--- src/sv/ffha_ram.sv ---
`timescale 1ns / 1ps
// ----------------------------------------------------------------------------
// ffha_ram
// Generic single-write, single-read RAM with registered read data.
// ----------------------------------------------------------------------------
module ffha_ram #(
  parameter int WIDTH = 8,
  parameter int DEPTH = 256
) (
  input  logic                     clk,
  input  logic                     we,
  input  logic [$clog2(DEPTH)-1:0] waddr,
  input  logic [WIDTH-1:0]         wdata,
  input  logic [$clog2(DEPTH)-1:0] raddr,
  output logic [WIDTH-1:0]         rdata
);

  logic [WIDTH-1:0] mem [DEPTH];

  // write port and registered read port
  always_ff @(posedge clk) begin
    if (we) begin
      mem[waddr] <= wdata;
    end
    rdata <= mem[raddr];
  end

endmodule

--- config.mk ---
export PLATFORM = sky130hd
export DESIGN_NAME = ffha_ram
export DESIGN_NICKNAME = d
export VERILOG_FILES = /design/src/sv/ffha_ram.sv
export SDC_FILE = /design/constraint.sdc
export NUM_CORES = 2
export LEC_CHECK = 0
export ABC_CLOCK_PERIOD_IN_PS = 5600
export BUFFER_PORTS_ARGS = -buffer_cell sky130_fd_sc_hd__buf_2
export CORE_AREA = 4 4 404 406
export CTS_BUF_LIST = sky130_fd_sc_hd__clkbuf_4 sky130_fd_sc_hd__clkbuf_8
export DETAILED_ROUTE_END_ITERATION = 8
export DIE_AREA = 0 0 408 410
export PLACE_DENSITY_LB_ADDON = 0.15
export SYNTH_ARGS = -nofsm -noshare
export SYNTH_HDL_FRONTEND = slang
export SYNTH_SLANG_ARGS = --single-unit
--- constraint.sdc ---
create_clock -name clk -period 5.6 [get_ports clk]
set_input_delay 0.28 -clock clk [delete_from_list [all_inputs] [get_ports clk]]
set_output_delay 0.28 -clock clk [all_outputs]
set_load 0.005 [all_outputs]
==> impl_metrics.json <==
{
  "r2r_slack_ns": 2.63,
  "synth_warnings": 0,
  "worstPathCellList": "dlygate4sd3_1 > buf_2 > nor2b_1 > nand4_1 > buf_4 > nor2_1",
  "hold_slack_ns": 0.109,
  "seq_area_mm2": 0.0617,
  "postRouteAntennaNets": 0,
  "slew_headroom_pct": 3.57,
  "hold_violations": 0,
  "grt_max_degree": 176,
  "fill_cells": 11958,
  "swShare_pct": 21.9,
  "synth_top_area_share_pct": 77.3,
  "hold_end": "mem[157][6]$_DFFE_PP_",
  "antenna_found_initial": 15,
  "yosys.area.top_type": "edfxtp_1",
  "reg2reg_from": "mem[179][5]$_DFFE_PP_",
  "fmax_mhz": 308,
  "wl_mm": 203,
  "row_count": 147,
  "vias_per_cell": 6.24,
  "post-route-period-util_pct": 57.9,
  "p_leak_nw": 27.5,
  "root_buffer": "clkbuf_8",
  "gp_congestion": 0.818,
  "finClkSkew_ns": 0.0712,
  "die_height_um": 410,
  "coreArea_mm2": 0.160,
  "clk_path_buf_depth": 4,
  "ys_seq_elements": 2056,
  "drv_cap": 0,
  "hp-class": "primary input to flop",
  "drtPass1Iterations": 6,
  "setup_viol": 0,
  "slew_violations": 0,
  "cts.sinks": 2056,
  "synth-edff-count": 2048,
  "synth_cells": 3733,
  "yosys.cell_types.count": 55,
  "power_frac_comb_pct": 4.8,
  "clk_pin_slew_ns": 0.06,
  "synthTopCellsByCount": "2,048 x edfxtp_1, 454 x mux4_2, 282 x nor2_1",
  "clkLatencyLatePin_ns": 1.01,
  "fp.dieArea_mm2": 0.167,
  "intPower_mw": 24.5,
  "cpLargestDelayFamily": "simple AND/OR/NAND/NOR gates",
  "drtIter0Drc": 4962,
  "grt_pass1_vias": 39625,
  "multi_input_area_mm2": 0.0165,
  "die_w_um": 408,
  "setup_tns_ns": 0,
  "ys_seq_area_share_pct": 77.5,
  "track_usage_pct": 24.2,
  "seq_power_share_pct": 54.1,
  "hpwl_mm": 119,
  "period_minus_slack_ns": 3.24,
  "syn_to_final_growth_pct": 11.4,
  "p_sw_mw": 6.88,
  "cts_tree": "done",
  "timing_worst_setup_path_type": "primary input to flop",
  "wire_per_inst_um": 32.0,
  "r2r_end": "rdata[5]$_DFF_P_",
  "status": "completed",
  "path_buf_inv": 3,
  "overflow": 0,
  "cts_buffers": 348,
  "slowest_stage": "nand4_1",
  "crit_required_ns": 6.20,
  "cts_resized": 0,
  "rsz0062_at_grt": "no",
  "postSynth.asyncResetShare_pct": 0,
  "num_io_pins": 34,
  "crit_arrival_ns": 3.84,
  "power_frac_clock_pct": 41.0,
  "drive_gt1_share_pct": 26.6,
  "synth_most_common_cell": "edfxtp_1",
  "min_from": "waddr[3]",
  "cp_max_fo": 10,
  "syn-mean-instance-area_um2": 21.3,
  "worst_r2r_path_depth": 5,
  "vdd_drop_max_mv": 0.260,
  "worst-slew-pin-transition_ns": 1.43,
  "drcViolationCount": 0,
  "syn-cell-area_mm2": 0.0796,
  "synth_nets": 3759,
  "synth_area_leaders": "edfxtp_1 77%, mux4_2 13%, mux2i_1 1.7%",
  "worst_path_largest_cell_delay_ns": 0.96,
  "end_kind": "flop",
  "port_buffers": 33,
  "start_kind": "primary input",
  "nets": 4006,
  "grt_pass1_wl_mm": 292,
  "power-per-cell-area_mw_per_mm2": 355,
  "vias": 39483,
  "cts_max_level": 5,
  "synthFlopType": "edfxtp_1",
  "start_util_pct": 49.8,
  "cts_setup_buffers": 0,
  "hold_depth": 3
}
-- layout by cell type, fill, tap and decap left out, types with 6 or more instances in the layout --
cell type,Yosys,routed
a22oi_1,133,133
buf_4,27,68
clkbuf_8,0,356
nor4_1,24,24
mux4_2,454,454
nand4_1,10,10
clkinv_2,0,21
buf_12,8,18
nor2_1,282,279
mux2i_1,134,134
o22ai_1,28,28
bufinv_16,0,6
clkinv_1,1,71
dlygate4sd3_1,0,12
clkbuf_4,0,138
diode_2,0,9
nand2_1,33,33
a22o_1,8,8
a221oi_1,13,13
a211oi_1,16,16
o21ai_0,10,10
buf_2,31,21
nor3_1,22,22
a21oi_1,96,96
nand2b_1,8,8
o211ai_1,10,10
o221ai_1,46,46
nor2b_1,31,28
buf_8,13,10
edfxtp_1,2048,2048
nand3_1,34,29
dfxtp_1,8,8
-- registers in the layout (all words and copies together), names as in the netlist --
register / cells
mem: 2048
rdata: 8
-- cell type report --
class,instances,share of cell area [%]
diodes,9,0.0254
clock buffers,493,6.69
clock inverters,105,0.693
inverters,2,0.00847
multi-input cells,1442,18.6
flip-flops and latches,2056,69.6
well taps,2086,2.95
repair buffers,130,1.41
-- metrics by stage --
step | power, mW | utilization, % | setup WS (ns) | cell area (um^2) | instances
after floorplan | 18.1 | - | 3.38 | 79600 | 3733
after global placement | 18.8 | 51.3 | 1.33 | 81900 | 5703
after detailed placement | 18.8 | 51.3 | 1.33 | 81900 | 5703
after CTS | 31.7 | 55.4 | 2.43 | 88600 | 6313
after global routing | 32.5 | 55.4 | 2.35 | 88600 | 6316
final | 31.4 | 55.4 | 2.36 | 88600 | 6323
-- power groups by stage --
| stage | Sequential, mW | Combinational [mW] | Clock [mW] |
|---|---|---|---|
| 6_report | 17.0 | 1.51 | 12.9 |
| 3_3_place_gp | 17.3 | 1.50 | 0 |
| 3_5_place_dp | 17.3 | 1.52 | 0 |
| 4_1_cts | 17.0 | 1.53 | 13.1 |
| 2_1_floorplan | 17.3 | 0.824 | 0 |
| 5_1_grt | 17.0 | 1.59 | 13.9 |
-- timing repair --
action	CTS	global route
endpoints found under the hold margin	902	0
hold buffers	12	0
setup endpoints to repair	0	0
-- worst max path at each step --
stage	endpoint	depth (start not counted)	start	slack, ns
after detailed placement	rdata[5]$_DFF_P_	9	raddr[0]	1.33
after floorplan	rdata[2]$_DFF_P_	9	raddr[0]	3.38
after global placement	rdata[5]$_DFF_P_	9	raddr[0]	1.33
after global routing	mem[215][1]$_DFFE_PP_	6	waddr[2]	2.35
final	mem[119][7]$_DFFE_PP_	6	waddr[2]	2.36
after CTS	rdata[5]$_DFF_P_	9	raddr[0]	2.43
-- logic make-up (layout without fill, tap and decap cells) --
group | count (synthesis) | after routing | synth area share [%]
AO/OA/AOI/OAI | 385 | 385 | 3.42
flip-flops | 2056 | 2056 | 77.5
multiplexers | 591 | 591 | 14.6
AND/OR/NAND/NOR | 466 | 466 | 2.63
other | 0 | 9 | 0
buffers and inverters | 235 | 730 | 1.83
-- routing by layer --
metal | vias to the layer above | routed length [um] | global-route usage [%]
li1 | 16245 | - | -
met4 | 4 | 5390 | 6.83
met1 | 21129 | 85300 | 35.9
met3 | 375 | 16200 | 4.60
met2 | 1730 | 95700 | 37.3
met5 | - | 27 | 0
-- worst min-delay path, stage by stage --
cell     delay, ns
buf_2         0.16
nand3_1       0.22
nor2_1        0.23
(Power assumes the default switching activity.)
